--- config.mk ---
export PLATFORM = sky130hd
export DESIGN_NAME = black_level_psnr_meter_flat
export DESIGN_NICKNAME = d
export VERILOG_FILES = /design/src/rtl/blpm_pkg.sv /design/src/rtl/blpm_stream_if.sv /design/src/rtl/blpm_mul_unit.sv /design/src/rtl/blpm_window_acc.sv /design/src/rtl/blpm_field_seq.sv /design/src/rtl/black_level_psnr_meter.sv /design/src/flat_wrapper.sv
export SDC_FILE = /design/constraint.sdc
export NUM_CORES = 2
export LEC_CHECK = 0
export ABC_AREA = 1
export ABC_CLOCK_PERIOD_IN_PS = 12100
export BUFFER_PORTS_ARGS = -buffer_cell sky130_fd_sc_hd__buf_2
export CORE_MARGIN = 10
export CORE_UTILIZATION = 43
export DETAILED_ROUTE_END_ITERATION = 7
export PLACE_DENSITY = 0.7
export SETUP_SLACK_MARGIN = 0.02
export SYNTH_ARGS = -nofsm -noshare
export SYNTH_HDL_FRONTEND = slang
export SYNTH_SLANG_ARGS = --single-unit
--- constraint.sdc ---
create_clock -name clk_i -period 12.1 [get_ports clk_i]
set_clock_uncertainty 0.15 [all_clocks]
set_input_delay 1.21 -clock clk_i [delete_from_list [all_inputs] [get_ports clk_i]]
set_output_delay 1.21 -clock clk_i [all_outputs]
set_load 0.005 [all_outputs]
--- src/rtl/blpm_pkg.sv ---
package blpm_pkg;

  // Field and register widths.
  localparam int SAMPLE_W   = 16;
  localparam int POS_W      = 12;
  localparam int LEN_W      = 12;
  localparam int LW_W       = 13;
  localparam int LEVEL_W    = 16;
  localparam int PSNR_W     = 16;
  localparam int FUSED_W    = 2;
  localparam int CFG_IDX_W  = 3;
  localparam int CFG_DATA_W = 16;

  // Window accumulator widths.
  localparam int CNT_W = 13;
  localparam int SUM_W = 28;
  localparam int SQ_W  = 44;

  // Frame accumulator of Q8.8 field results; two fields of just under 256 dB each.
  localparam int ACC_W = 18;

  // Parameter defaults.
  localparam int DEF_MAX_LINE_WIDTH = 4096;
  localparam int DEF_SAMPLE_WIDTH   = 16;

  // Register reset values.
  localparam logic [LEN_W-1:0]          RST_WINDOW_START  = 12'd212;
  localparam logic [LEN_W-1:0]          RST_WINDOW_LENGTH = 12'd887;
  localparam logic [LW_W-1:0]           RST_LINE_WIDTH    = 13'd1135;
  localparam logic signed [LEVEL_W-1:0] RST_BLACK_LEVEL   = 16'sd256;
  localparam logic signed [LEVEL_W-1:0] RST_WHITE_LEVEL   = 16'sd844;

  // Arithmetic constants.
  localparam logic signed [ACC_W-1:0] CAP_Q8 = 18'sd20480;
  localparam logic [31:0] DB_PER_LOG2_Q16 = 32'd197283;
  // 10^10 = 2 * 2^32 + TEN_POW10_LO.
  localparam logic [31:0] TEN_POW10_LO = 32'd1410065408;
  localparam int TEN_POW10_HI_SHIFT = 33;
  // Below this noise power the capped test is meaningful at all.
  localparam int CAP_D_BITS = 23;
  localparam logic [5:0] LOG_INT_MAX = 6'd63;
  localparam logic [3:0] SQ_LAST = 4'd15;

  // Configuration register indexes.
  typedef enum logic [CFG_IDX_W-1:0] {
    REG_WINDOW_START  = 3'd0,
    REG_WINDOW_LENGTH = 3'd1,
    REG_LINE_WIDTH    = 3'd2,
    REG_BLACK_LEVEL   = 3'd3,
    REG_WHITE_LEVEL   = 3'd4
  } cfg_reg_e;

  // Field close sequencer states.
  typedef enum logic [3:0] {
    ST_IDLE,
    ST_START,
    ST_NQ_LO,
    ST_NQ_HI,
    ST_SS,
    ST_RN,
    ST_X,
    ST_CAP,
    ST_CAPCHK,
    ST_NORM,
    ST_SQ_ISSUE,
    ST_SQ_TAKE,
    ST_SCALE,
    ST_ROUND,
    ST_EMIT
  } state_e;

  // Window statistics handed from the accumulator to the sequencer.
  typedef struct packed {
    logic [CNT_W-1:0]        count;
    logic signed [SUM_W-1:0] sum;
    logic [SQ_W-1:0]         square_sum;
  } win_stat_t;

endpackage

--- src/rtl/blpm_stream_if.sv ---
interface blpm_in_if;
  import blpm_pkg::*;

  logic                     valid;
  logic                     ready;
  logic signed [SAMPLE_W-1:0] sample;
  logic [POS_W-1:0]         position;
  logic                     field_end;
  logic                     frame_end;

  modport source (output valid, sample, position, field_end, frame_end, input ready);
  modport sink (input valid, sample, position, field_end, frame_end, output ready);
endinterface

interface blpm_out_if;
  import blpm_pkg::*;

  logic                     valid;
  logic                     ready;
  logic signed [PSNR_W-1:0] psnr_db;
  logic [FUSED_W-1:0]       fields_used;

  modport source (output valid, psnr_db, fields_used, input ready);
  modport sink (input valid, psnr_db, fields_used, output ready);
endinterface

--- src/rtl/blpm_mul_unit.sv ---
module blpm_mul_unit (
  input  logic        clk_i,
  input  logic [31:0] a_i,
  input  logic [31:0] b_i,
  output logic [63:0] p_o
);

  logic [63:0] p_q;

  // Shared 32x32 multiplier; the product is registered for the next step.
  always_ff @(posedge clk_i) begin
    p_q <= 64'(a_i) * 64'(b_i);
  end

  assign p_o = p_q;

endmodule

--- src/rtl/blpm_window_acc.sv ---
module blpm_window_acc #(
  parameter int SAMPLE_WIDTH = blpm_pkg::DEF_SAMPLE_WIDTH
) (
  input  logic                              clk_i,
  input  logic                              rst_ni,
  input  logic                              beat_i,
  input  logic signed [blpm_pkg::SAMPLE_W-1:0] sample_i,
  input  logic [blpm_pkg::POS_W-1:0]        position_i,
  input  logic [blpm_pkg::LEN_W-1:0]        window_start_i,
  input  logic [blpm_pkg::LEN_W-1:0]        window_length_i,
  input  logic                              clear_i,
  output blpm_pkg::win_stat_t               stat_o
);
  import blpm_pkg::*;

  localparam int EXT_SHIFT = SAMPLE_W - SAMPLE_WIDTH;

  logic [CNT_W-1:0]        count_q, count_d;
  logic signed [SUM_W-1:0] sum_q, sum_d;
  logic [SQ_W-1:0]         sq_q, sq_d;
  logic signed [SAMPLE_W-1:0] shifted;
  logic signed [SAMPLE_W-1:0] sx;
  logic signed [2*SAMPLE_W-1:0] sq_term;
  logic [LEN_W:0]          win_end;
  logic                    in_window;

  // Take the low sample bits as a two's complement value.
  assign shifted = sample_i <<< EXT_SHIFT;
  assign sx      = shifted >>> EXT_SHIFT;
  assign sq_term = sx * sx;

  // Window test with the per-field sample limit.
  assign win_end   = {1'b0, window_start_i} + {1'b0, window_length_i};
  assign in_window = (position_i >= window_start_i) &&
                     ({1'b0, position_i} < win_end) &&
                     (count_q < CNT_W'(window_length_i));

  always_comb begin
    count_d = count_q;
    sum_d   = sum_q;
    sq_d    = sq_q;
    if (clear_i) begin
      count_d = '0;
      sum_d   = '0;
      sq_d    = '0;
    end else if (beat_i && in_window) begin
      count_d = count_q + CNT_W'(1);
      sum_d   = sum_q + SUM_W'(sx);
      sq_d    = sq_q + SQ_W'(unsigned'(sq_term));
    end
  end

  always_ff @(posedge clk_i or negedge rst_ni) begin
    if (!rst_ni) begin
      count_q <= '0;
      sum_q   <= '0;
      sq_q    <= '0;
    end else begin
      count_q <= count_d;
      sum_q   <= sum_d;
      sq_q    <= sq_d;
    end
  end

  assign stat_o.count      = count_q;
  assign stat_o.sum        = sum_q;
  assign stat_o.square_sum = sq_q;

endmodule

--- src/rtl/blpm_field_seq.sv ---
module blpm_field_seq #(
  parameter int MAX_LINE_WIDTH = blpm_pkg::DEF_MAX_LINE_WIDTH
) (
  input  logic                                clk_i,
  input  logic                                rst_ni,
  input  logic                                start_i,
  input  logic                                frame_i,
  input  blpm_pkg::win_stat_t                 stat_i,
  input  logic [blpm_pkg::LEN_W-1:0]          window_start_i,
  input  logic [blpm_pkg::LEN_W-1:0]          window_length_i,
  input  logic [blpm_pkg::LW_W-1:0]           line_width_i,
  input  logic signed [blpm_pkg::LEVEL_W-1:0] black_level_i,
  input  logic signed [blpm_pkg::LEVEL_W-1:0] white_level_i,
  output logic                                idle_o,
  output logic                                acc_clear_o,
  output logic [31:0]                         mul_a_o,
  output logic [31:0]                         mul_b_o,
  input  logic [63:0]                         mul_p_i,
  output logic                                out_valid_o,
  input  logic                                out_ready_i,
  output logic signed [blpm_pkg::PSNR_W-1:0]  psnr_db_o,
  output logic [blpm_pkg::FUSED_W-1:0]        fields_used_o
);
  import blpm_pkg::*;

  localparam int LWC_W = LW_W + 1;

  state_e state_q, state_d;
  logic                    frame_q, frame_d;
  logic [63:0]             dv_q, dv_d;
  logic [63:0]             x_q, x_d;
  logic [63:0]             lv_q, lv_d;
  logic [5:0]              e_q, e_d;
  logic [15:0]             frac_q, frac_d;
  logic [3:0]              cnt_q, cnt_d;
  logic                    which_q, which_d;
  logic [21:0]             logx_q, logx_d;
  logic [21:0]             logd_q, logd_d;
  logic                    neg_q, neg_d;
  logic signed [ACC_W-1:0] acc_q, acc_d;
  logic [1:0]              vf_q, vf_d;
  logic                    out_valid_q, out_valid_d;
  logic signed [PSNR_W-1:0] psnr_q, psnr_d;
  logic [FUSED_W-1:0]      fields_q, fields_d;

  logic [LWC_W-1:0]        lw_eff;
  logic [LWC_W-1:0]        win_end;
  logic                    field_ok;
  logic                    capped;
  logic signed [LEVEL_W:0] level_diff;
  logic [LEVEL_W-1:0]      range_abs;
  logic [SUM_W-1:0]        sum_abs;
  logic signed [22:0]      log_diff;
  logic [21:0]             log_diff_abs;
  logic signed [42:0]      scaled;
  logic signed [42:0]      rounded;
  logic [15:0]             frac_next;
  logic signed [ACC_W:0]   mean_two;
  logic                    out_free;

  // Field validity: nonempty window, inside the line, nonzero signal range.
  assign lw_eff   = (LWC_W'(line_width_i) < LWC_W'(MAX_LINE_WIDTH)) ?
                    LWC_W'(line_width_i) : LWC_W'(MAX_LINE_WIDTH);
  assign win_end  = LWC_W'(window_start_i) + LWC_W'(window_length_i);
  assign field_ok = (stat_i.count != '0) && (win_end <= lw_eff) &&
                    (white_level_i != black_level_i);

  // Operand preparation for the shared multiplier.
  assign level_diff   = (LEVEL_W+1)'(white_level_i) - (LEVEL_W+1)'(black_level_i);
  assign range_abs    = level_diff[LEVEL_W] ? LEVEL_W'(-level_diff) : LEVEL_W'(level_diff);
  assign sum_abs      = stat_i.sum[SUM_W-1] ? SUM_W'(-stat_i.sum) : SUM_W'(stat_i.sum);
  assign log_diff     = $signed({1'b0, logx_q}) - $signed({1'b0, logd_q});
  assign log_diff_abs = log_diff[22] ? 22'(-log_diff) : 22'(log_diff);

  // Noise floor test: D * 10^10 <= X, only possible when D is small.
  assign capped = (dv_q[63:CAP_D_BITS] == '0) &&
                  ((mul_p_i + (dv_q << TEN_POW10_HI_SHIFT)) <= x_q);

  // One bit of the log2 fraction per squaring.
  assign frac_next = {frac_q[14:0], mul_p_i[63]};

  // Rounded field PSNR in Q8.8 from the scaled log difference.
  assign scaled  = neg_q ? -$signed({1'b0, mul_p_i[41:0]}) : $signed({1'b0, mul_p_i[41:0]});
  assign rounded = (scaled + 43'sd8388608) >>> 24;

  assign mean_two = ((ACC_W+1)'(acc_q) + (ACC_W+1)'(1)) >>> 1;
  assign out_free = !out_valid_q || out_ready_i;

  // Next state.
  always_comb begin
    state_d = state_q;
    unique case (state_q)
      ST_IDLE:     if (start_i) state_d = ST_START;
      ST_START: begin
        if (field_ok && (vf_q < 2'd2)) state_d = ST_NQ_LO;
        else state_d = frame_q ? ST_EMIT : ST_IDLE;
      end
      ST_NQ_LO:    state_d = ST_NQ_HI;
      ST_NQ_HI:    state_d = ST_SS;
      ST_SS:       state_d = ST_RN;
      ST_RN:       state_d = ST_X;
      ST_X:        state_d = ST_CAP;
      ST_CAP:      state_d = ST_CAPCHK;
      ST_CAPCHK: begin
        if (capped) state_d = frame_q ? ST_EMIT : ST_IDLE;
        else state_d = ST_NORM;
      end
      ST_NORM:     if (lv_q[63] || (e_q == '0)) state_d = ST_SQ_ISSUE;
      ST_SQ_ISSUE: state_d = ST_SQ_TAKE;
      ST_SQ_TAKE: begin
        if (cnt_q != SQ_LAST) state_d = ST_SQ_ISSUE;
        else if (!which_q) state_d = ST_NORM;
        else state_d = ST_SCALE;
      end
      ST_SCALE:    state_d = ST_ROUND;
      ST_ROUND:    state_d = frame_q ? ST_EMIT : ST_IDLE;
      ST_EMIT:     if (out_free) state_d = ST_IDLE;
      default:     state_d = ST_IDLE;
    endcase
  end

  // Datapath and outputs.
  always_comb begin
    frame_d     = frame_q;
    dv_d        = dv_q;
    x_d         = x_q;
    lv_d        = lv_q;
    e_d         = e_q;
    frac_d      = frac_q;
    cnt_d       = cnt_q;
    which_d     = which_q;
    logx_d      = logx_q;
    logd_d      = logd_q;
    neg_d       = neg_q;
    acc_d       = acc_q;
    vf_d        = vf_q;
    out_valid_d = out_valid_q;
    psnr_d      = psnr_q;
    fields_d    = fields_q;
    mul_a_o     = '0;
    mul_b_o     = '0;
    acc_clear_o = 1'b0;

    // The result register empties when its beat is taken.
    if (out_valid_q && out_ready_i) out_valid_d = 1'b0;

    unique case (state_q)
      ST_IDLE: begin
        if (start_i) frame_d = frame_i;
      end
      ST_START: begin
        if (!(field_ok && (vf_q < 2'd2))) acc_clear_o = 1'b1;
      end
      ST_NQ_LO: begin
        mul_a_o = 32'(stat_i.count);
        mul_b_o = stat_i.square_sum[31:0];
      end
      ST_NQ_HI: begin
        dv_d    = mul_p_i;
        mul_a_o = 32'(stat_i.count);
        mul_b_o = 32'(stat_i.square_sum[SQ_W-1:32]);
      end
      ST_SS: begin
        dv_d    = dv_q + (mul_p_i << 32);
        mul_a_o = 32'(sum_abs);
        mul_b_o = 32'(sum_abs);
      end
      ST_RN: begin
        dv_d    = dv_q - mul_p_i;
        mul_a_o = 32'(range_abs);
        mul_b_o = 32'(stat_i.count);
      end
      ST_X: begin
        acc_clear_o = 1'b1;
        mul_a_o     = mul_p_i[31:0];
        mul_b_o     = mul_p_i[31:0];
      end
      ST_CAP: begin
        x_d     = mul_p_i;
        mul_a_o = dv_q[31:0];
        mul_b_o = TEN_POW10_LO;
      end
      ST_CAPCHK: begin
        if (capped) begin
          acc_d = acc_q + CAP_Q8;
          vf_d  = vf_q + 2'd1;
        end else begin
          lv_d    = x_q;
          e_d     = LOG_INT_MAX;
          frac_d  = '0;
          cnt_d   = '0;
          which_d = 1'b0;
        end
      end
      ST_NORM: begin
        if (!lv_q[63] && (e_q != '0)) begin
          lv_d = lv_q << 1;
          e_d  = e_q - 6'd1;
        end
      end
      ST_SQ_ISSUE: begin
        mul_a_o = lv_q[63:32];
        mul_b_o = lv_q[63:32];
      end
      ST_SQ_TAKE: begin
        frac_d         = frac_next;
        lv_d[63:32]    = mul_p_i[63] ? mul_p_i[63:32] : mul_p_i[62:31];
        cnt_d          = cnt_q + 4'd1;
        if (cnt_q == SQ_LAST) begin
          if (!which_q) begin
            logx_d  = {e_q, frac_next};
            lv_d    = dv_q;
            e_d     = LOG_INT_MAX;
            frac_d  = '0;
            cnt_d   = '0;
            which_d = 1'b1;
          end else begin
            logd_d = {e_q, frac_next};
          end
        end
      end
      ST_SCALE: begin
        neg_d   = log_diff[22];
        mul_a_o = 32'(log_diff_abs);
        mul_b_o = DB_PER_LOG2_Q16;
      end
      ST_ROUND: begin
        acc_d = acc_q + rounded[ACC_W-1:0];
        vf_d  = vf_q + 2'd1;
      end
      ST_EMIT: begin
        if (out_free) begin
          if (vf_q != '0) begin
            out_valid_d = 1'b1;
            psnr_d      = (vf_q == 2'd2) ? mean_two[PSNR_W-1:0] : acc_q[PSNR_W-1:0];
            fields_d    = vf_q;
          end
          acc_d = '0;
          vf_d  = '0;
        end
      end
      default: ;
    endcase
  end

  // Control registers.
  always_ff @(posedge clk_i or negedge rst_ni) begin
    if (!rst_ni) begin
      state_q     <= ST_IDLE;
      frame_q     <= 1'b0;
      acc_q       <= '0;
      vf_q        <= '0;
      out_valid_q <= 1'b0;
      cnt_q       <= '0;
      e_q         <= '0;
      which_q     <= 1'b0;
    end else begin
      state_q     <= state_d;
      frame_q     <= frame_d;
      acc_q       <= acc_d;
      vf_q        <= vf_d;
      out_valid_q <= out_valid_d;
      cnt_q       <= cnt_d;
      e_q         <= e_d;
      which_q     <= which_d;
    end
  end

  // Payload registers.
  always_ff @(posedge clk_i) begin
    dv_q     <= dv_d;
    x_q      <= x_d;
    lv_q     <= lv_d;
    frac_q   <= frac_d;
    logx_q   <= logx_d;
    logd_q   <= logd_d;
    neg_q    <= neg_d;
    psnr_q   <= psnr_d;
    fields_q <= fields_d;
  end

  assign idle_o        = (state_q == ST_IDLE);
  assign out_valid_o   = out_valid_q;
  assign psnr_db_o     = psnr_q;
  assign fields_used_o = fields_q;

  // At most two fields are ever counted into a frame.
  assert property (@(posedge clk_i) disable iff (!rst_ni) vf_q != 2'd3)
    else $error("frame field count exceeded two");

  // A new result always reports one or two contributing fields.
  assert property (@(posedge clk_i) disable iff (!rst_ni)
    $rose(out_valid_q) |-> (fields_q == 2'd1 || fields_q == 2'd2))
    else $error("result emitted without a valid field");

  // The log2 normalizer never sees a zero operand.
  assert property (@(posedge clk_i) disable iff (!rst_ni)
    state_q == ST_NORM |-> lv_q != '0)
    else $error("log2 of zero");

endmodule

--- src/rtl/black_level_psnr_meter.sv ---
// Black-level PSNR meter. Samples of the black test line arrive one beat at a
// time with their position; samples inside the window are counted, summed and
// square-summed in the same cycle, so in-field beats are taken back to back.
// A beat that closes a field or frame holds off the input while one shared
// 32x32 multiplier and a bit-at-a-time log2 normalizer work out the field
// PSNR: the work ends early when the noise cap applies, otherwise it takes two
// normalizations and 32 squarings. The frame result, the mean of the valid
// fields in Q8.8 dB, waits in an output register while the next samples are
// accepted; a frame end that finds it still full holds off the input.
module black_level_psnr_meter #(
  parameter int MAX_LINE_WIDTH = blpm_pkg::DEF_MAX_LINE_WIDTH,
  parameter int SAMPLE_WIDTH   = blpm_pkg::DEF_SAMPLE_WIDTH
) (
  input  logic                              clk_i,
  input  logic                              rst_ni,
  blpm_in_if.sink                           in_i,
  blpm_out_if.source                        out_o,
  input  logic                              cfg_we_i,
  input  logic [blpm_pkg::CFG_IDX_W-1:0]    cfg_idx_i,
  input  logic [blpm_pkg::CFG_DATA_W-1:0]   cfg_wdata_i
);
  import blpm_pkg::*;

  logic [LEN_W-1:0]          window_start_q;
  logic [LEN_W-1:0]          window_length_q;
  logic [LW_W-1:0]           line_width_q;
  logic signed [LEVEL_W-1:0] black_level_q;
  logic signed [LEVEL_W-1:0] white_level_q;

  logic        beat;
  logic        close_beat;
  logic        idle;
  logic        acc_clear;
  logic [31:0] mul_a;
  logic [31:0] mul_b;
  logic [63:0] mul_p;
  win_stat_t   stat;

  // Configuration registers.
  always_ff @(posedge clk_i or negedge rst_ni) begin
    if (!rst_ni) begin
      window_start_q  <= RST_WINDOW_START;
      window_length_q <= RST_WINDOW_LENGTH;
      line_width_q    <= RST_LINE_WIDTH;
      black_level_q   <= RST_BLACK_LEVEL;
      white_level_q   <= RST_WHITE_LEVEL;
    end else if (cfg_we_i) begin
      unique case (cfg_reg_e'(cfg_idx_i))
        REG_WINDOW_START:  window_start_q  <= cfg_wdata_i[LEN_W-1:0];
        REG_WINDOW_LENGTH: window_length_q <= cfg_wdata_i[LEN_W-1:0];
        REG_LINE_WIDTH:    line_width_q    <= cfg_wdata_i[LW_W-1:0];
        REG_BLACK_LEVEL:   black_level_q   <= $signed(cfg_wdata_i[LEVEL_W-1:0]);
        REG_WHITE_LEVEL:   white_level_q   <= $signed(cfg_wdata_i[LEVEL_W-1:0]);
        default: ;
      endcase
    end
  end

  // Input handshake.
  assign in_i.ready = idle;
  assign beat       = in_i.valid && idle;
  assign close_beat = beat && (in_i.field_end || in_i.frame_end);

  blpm_window_acc #(
    .SAMPLE_WIDTH (SAMPLE_WIDTH)
  ) u_window_acc (
    .clk_i           (clk_i),
    .rst_ni          (rst_ni),
    .beat_i          (beat),
    .sample_i        (in_i.sample),
    .position_i      (in_i.position),
    .window_start_i  (window_start_q),
    .window_length_i (window_length_q),
    .clear_i         (acc_clear),
    .stat_o          (stat)
  );

  blpm_mul_unit u_mul_unit (
    .clk_i (clk_i),
    .a_i   (mul_a),
    .b_i   (mul_b),
    .p_o   (mul_p)
  );

  blpm_field_seq #(
    .MAX_LINE_WIDTH (MAX_LINE_WIDTH)
  ) u_field_seq (
    .clk_i           (clk_i),
    .rst_ni          (rst_ni),
    .start_i         (close_beat),
    .frame_i         (in_i.frame_end),
    .stat_i          (stat),
    .window_start_i  (window_start_q),
    .window_length_i (window_length_q),
    .line_width_i    (line_width_q),
    .black_level_i   (black_level_q),
    .white_level_i   (white_level_q),
    .idle_o          (idle),
    .acc_clear_o     (acc_clear),
    .mul_a_o         (mul_a),
    .mul_b_o         (mul_b),
    .mul_p_i         (mul_p),
    .out_valid_o     (out_o.valid),
    .out_ready_i     (out_o.ready),
    .psnr_db_o       (out_o.psnr_db),
    .fields_used_o   (out_o.fields_used)
  );

endmodule

--- src/flat_wrapper.sv ---
// flat-port wrapper written by rule: the top's interface ports become plain ports
module black_level_psnr_meter_flat import blpm_pkg::*;
#(
  parameter int MAX_LINE_WIDTH = blpm_pkg::DEF_MAX_LINE_WIDTH,
  parameter int SAMPLE_WIDTH   = blpm_pkg::DEF_SAMPLE_WIDTH
)
  (clk_i, rst_ni, cfg_we_i, cfg_idx_i, cfg_wdata_i, in_i_valid, in_i_sample, in_i_position, in_i_field_end, in_i_frame_end, in_i_ready, out_o_valid, out_o_psnr_db, out_o_fields_used, out_o_ready);
  blpm_in_if in_i_i ();
  blpm_out_if out_o_i ();
  input  logic clk_i;
  input  logic rst_ni;
  input  logic cfg_we_i;
  input  logic [blpm_pkg::CFG_IDX_W-1:0] cfg_idx_i;
  input  logic [blpm_pkg::CFG_DATA_W-1:0] cfg_wdata_i;
  input wire logic [$bits(in_i_i.valid)-1:0] in_i_valid;
  input wire logic [$bits(in_i_i.sample)-1:0] in_i_sample;
  input wire logic [$bits(in_i_i.position)-1:0] in_i_position;
  input wire logic [$bits(in_i_i.field_end)-1:0] in_i_field_end;
  input wire logic [$bits(in_i_i.frame_end)-1:0] in_i_frame_end;
  output wire logic [$bits(in_i_i.ready)-1:0] in_i_ready;
  output wire logic [$bits(out_o_i.valid)-1:0] out_o_valid;
  output wire logic [$bits(out_o_i.psnr_db)-1:0] out_o_psnr_db;
  output wire logic [$bits(out_o_i.fields_used)-1:0] out_o_fields_used;
  input wire logic [$bits(out_o_i.ready)-1:0] out_o_ready;
  assign in_i_i.valid = in_i_valid;
  assign in_i_i.sample = in_i_sample;
  assign in_i_i.position = in_i_position;
  assign in_i_i.field_end = in_i_field_end;
  assign in_i_i.frame_end = in_i_frame_end;
  assign in_i_ready = in_i_i.ready;
  assign out_o_valid = out_o_i.valid;
  assign out_o_psnr_db = out_o_i.psnr_db;
  assign out_o_fields_used = out_o_i.fields_used;
  assign out_o_i.ready = out_o_ready;
  black_level_psnr_meter #(.MAX_LINE_WIDTH(MAX_LINE_WIDTH), .SAMPLE_WIDTH(SAMPLE_WIDTH)) u_core (.clk_i(clk_i), .rst_ni(rst_ni), .in_i(in_i_i), .out_o(out_o_i), .cfg_we_i(cfg_we_i), .cfg_idx_i(cfg_idx_i), .cfg_wdata_i(cfg_wdata_i));
endmodule
==> flow_summary_export.csv <==
group,metric,value,unit
outcome,outcome,"complete, no violations",
clock_network,cts_buffers,59,
power_and_ir_drop,power_density,267,nW/um^2
detailed_routing,wl_per_cell,22.5,um
power_and_ir_drop,pwr-share-clk,8.1,%
synthesis,synth_top_family_by_area,"adder cells",
synthesis,synth_edf_count,270,
synthesis,syn_inst,10900,
timing,hold_violations,0,
synthesis,async_reset_ff_share,36.3,%
clock_network,hold_buffers,0,
critical_path,crit_slowest_cell,"inv_1",
power_and_ir_drop,leakagePower,45.0,nW
detailed_routing,vias,75500,
synthesis,synth-compound-area-share,11.6,%
clock_network,clkLatencyLatePin,710,ps
synthesis,synth_top_area_share,26.9,%
clock_network,post-cts-setup-buffer-count,0,
run,cap_violations,0,
clock_network,clk_path_buf_depth,3,
timing,slew_violations,0,
power_and_ir_drop,p_int,0.00981,W
power_and_ir_drop,seqPwrFrac,12.7,%
timing,tns,0,ps
synthesis,ys_ff_latch,524,
detailed_routing,vias_per_cell,5.56,
finish,fin_nets,12800,
clock_network,cts_tree,"built",
detailed_routing,remaining_drc_errors,0,
clock_network,clock_tree.root_cell,"clkbuf_16",
detailed_routing,first_pass_iters,6,
global_routing,grt_max_degree,101,
place,io_buffers,73,
synthesis,synth_adder_area_share,37.5,%
critical_path,arrival,11500,ps
global_routing,first_global_vias,75500,
synthesis,ys_types,74,
critical_path,slowest_delay,980,ps
die,row_count,163,
finish,multi_input_area,60100,sq um
critical_path,crit_fanout,22,
die,fp.dieW,465,um
synthesis,synth_top_area_cell,"fa_1",
finish,area_growth,6.28,%
synthesis,ys_seq_area_share,16.7,%
synthesis,ys_warn_count,0,
global_routing,antenna_found_initial,10,
synthesis,synthSimpleGateAreaFrac,18.4,%
power_and_ir_drop,ir_worst_vdd,0.000530,V
timing,clock.fmax,0.0902,GHz
global_routing,grt_pass1_wl,463000,um
synthesis,synth.most_common_cell,"inv_1",
power_and_ir_drop,sw_frac_of_total,59.4,%
finish,drive_gt1_share,5.26,%
global_routing,gr-total-overflow,0,
global_routing,gr-usage-all-layers,27.8,%
power_and_ir_drop,p_comb_share,79.2,%
detailed_routing,first_iter_violations,7966,
synthesis,post_synth.cell_area_avg,7.77,sq um
synthesis,synth_top_flop_cell,"edfxtp_1",
hold_path,min_path_type,"flip-flop to flip-flop",
place,dpl.hpwl,246000,um
critical_path,required,12510,ps
power_and_ir_drop,total_power,0.0242,W
synthesis,netlist_area,85000,sq um
power_and_ir_drop,p_sw,0.0143,W
finish,final_core_util,45.9,%
detailed_routing,drt_wl_total,306000,um
place,place.gp.congestion,1.04,
critical_path,worstSetupPathType,"flip-flop to flip-flop",
synthesis,syn-num-nets,12900,
clock_network,cts_max_level,2,
detailed_routing,ant_nets,0,
die,num_io_pins,74,
finish,seqCellArea,14200,sq um
die,die_h,465,um
timing,rsz0062_at_grt,"no",
clock_network,clkTransAtPathRegs,70,ps
timing,period_minus_slack,11090,ps
critical_path,path_common_cell,"inv_1",
critical_path,endpoint_kind,"flip-flop",
timing,max_slew_margin,8.71,%
clock_network,clkSinkCount,524,
critical_path,cp-start-kind,"flip-flop",
synthesis,yosys-mux-area-fraction,0,%
timing,setup_violations,0,
synthesis,ys_top_cells_by_count,"inv_1 (2447), nand2_1 (2141), fa_1 (1142)",
timing,worstMarginPinSlew,1370,ps
timing,period_share,91.7,%
synthesis,ys_top_cells_by_area,"fa_1 (27%), inv_1 (11%), ha_1 (11%)",
die,coreArea,197000,sq um
synthesis,synth_xor_area_share,2.99,%
finish,nFillCells,19700,
die,start_util,43.2,%
die,die-area,216000,sq um
critical_path,reg2reg_slack,1010,ps
clock_network,ctsResizeCount,0,
[final cells by class]
type	count	area share [%]
multi-input combinational	7611	66.5
sequential	524	15.7
inverter	2502	10.4
tap	2640	3.66
clock buffer	69	1.73
timing repair buffer	193	1.42
clock inverter	42	0.551
antenna	3	0.00831
[per-stage QoR]
stage	hold slack (ps)	setup slack [ps]	cell area [sq um]	instances
after global placement	279	1260	88300	13500
after detailed placement	289	1250	88300	13500
final	301	1010	90400	13600
after floorplan	271	3290	85000	10900
after CTS	304	1260	90300	13600
after global routing	327	620	90300	13600
[placed cells by master (no fill, tap or decap), types with 15 or more instances in the layout]
cell / count
o211ai_1: 37
nor2_1: 855
nor3_1: 96
nand3_1: 353
nor2_4: 24
xor2_1: 178
edfxtp_1: 270
a211oi_1: 15
nand4_1: 76
dfstp_2: 25
a21oi_1: 653
inv_1: 2446
nor4_1: 33
a21oi_2: 24
buf_2: 72
or2_2: 30
o21a_1: 43
a221oi_1: 15
dfxtp_1: 63
o21ai_1: 33
o22ai_1: 131
clkbuf_16: 60
a31oi_1: 56
o21ai_0: 518
a21o_1: 33
o221ai_1: 44
inv_2: 38
nor2_2: 23
o21bai_1: 36
a21boi_0: 15
buf_4: 119
fa_1: 1142
dfrtp_1: 165
nand2_2: 43
ha_1: 724
nand2_1: 2139
xnor2_1: 103
clkinv_1: 17
[cells by family after synthesis]
| logic type | Yosys count |
|---|---|
| adder cells (fa/ha/maj) | 1866 |
| AND/OR/NAND/NOR | 3739 |
| AO/OA/AOI/OAI | 1720 |
| flip-flops | 524 |
| XOR/XNOR | 286 |
| buffers and inverters | 2800 |
[state kept, by name (all words and copies together) (netlist names), 15 cells and up]
register / cells
u_core.u_field_seq.acc_q: 17
u_core.u_mul_unit.p_o: 64
u_core.u_window_acc.sq_q: 44
u_core.u_field_seq.x_q: 64
u_core.white_level_q: 16
u_core.u_field_seq.frac_q: 15
u_core.black_level_q: 16
u_core.u_window_acc.sum_q: 28
u_core.u_field_seq.dv_q: 64
u_core.u_field_seq.psnr_db_o: 16
u_core.u_field_seq.logx_q: 22
u_core.u_field_seq.logd_q: 22
u_core.u_field_seq.lv_q: 64
[power by group through the flow]
stage	clock network, W	logic [W]	registers (W)
2_1_floorplan	0	0.0135	0.00273
3_3_place_gp	0	0.0186	0.00304
3_5_place_dp	0	0.0187	0.00305
4_1_cts	0.00198	0.0188	0.00302
5_1_grt	0.00205	0.0211	0.00306
6_report	0.00197	0.0191	0.00306
[worst paths after layout]
check	start	endpoint	cells past startpoint
setup reg to reg	u_core.u_window_acc.sum_q[1]	u_core.u_mul_unit.p_o[43]	41
setup / recovery	u_core.u_window_acc.sum_q[1]	u_core.u_mul_unit.p_o[43]	41
hold / removal	u_core.u_field_seq.vf_q[0]	u_core.u_field_seq.fields_used_o[0]	0
max in group asynchronous	rst_ni	u_core.white_level_q[4]	2
hold reg to reg	u_core.u_field_seq.vf_q[0]	u_core.u_field_seq.fields_used_o[0]	0
min in group asynchronous	rst_ni	u_core.u_field_seq.acc_q[3]	1
[metal layers]
layer,track usage [%],vias up,wire length (um),part of all wire [%]
met2,43.8,3923,134000,44
met4,17.4,8,24000,7.8
met3,5.67,1045,31100,10
met1,34.9,36400,117000,38
met5,0,-,53,0.017
li1,-,34100,-,-
[worst max-delay path: cells and delay by family (launching register included)]
family	cells	cell delay, ps
compound gates	2	570
xor+xnor	1	380
fa+ha+maj	10	4610
buf+inv	12	1980
flops	1	430
simple gates	16	2810
Power figures use the tool's default switching activity.
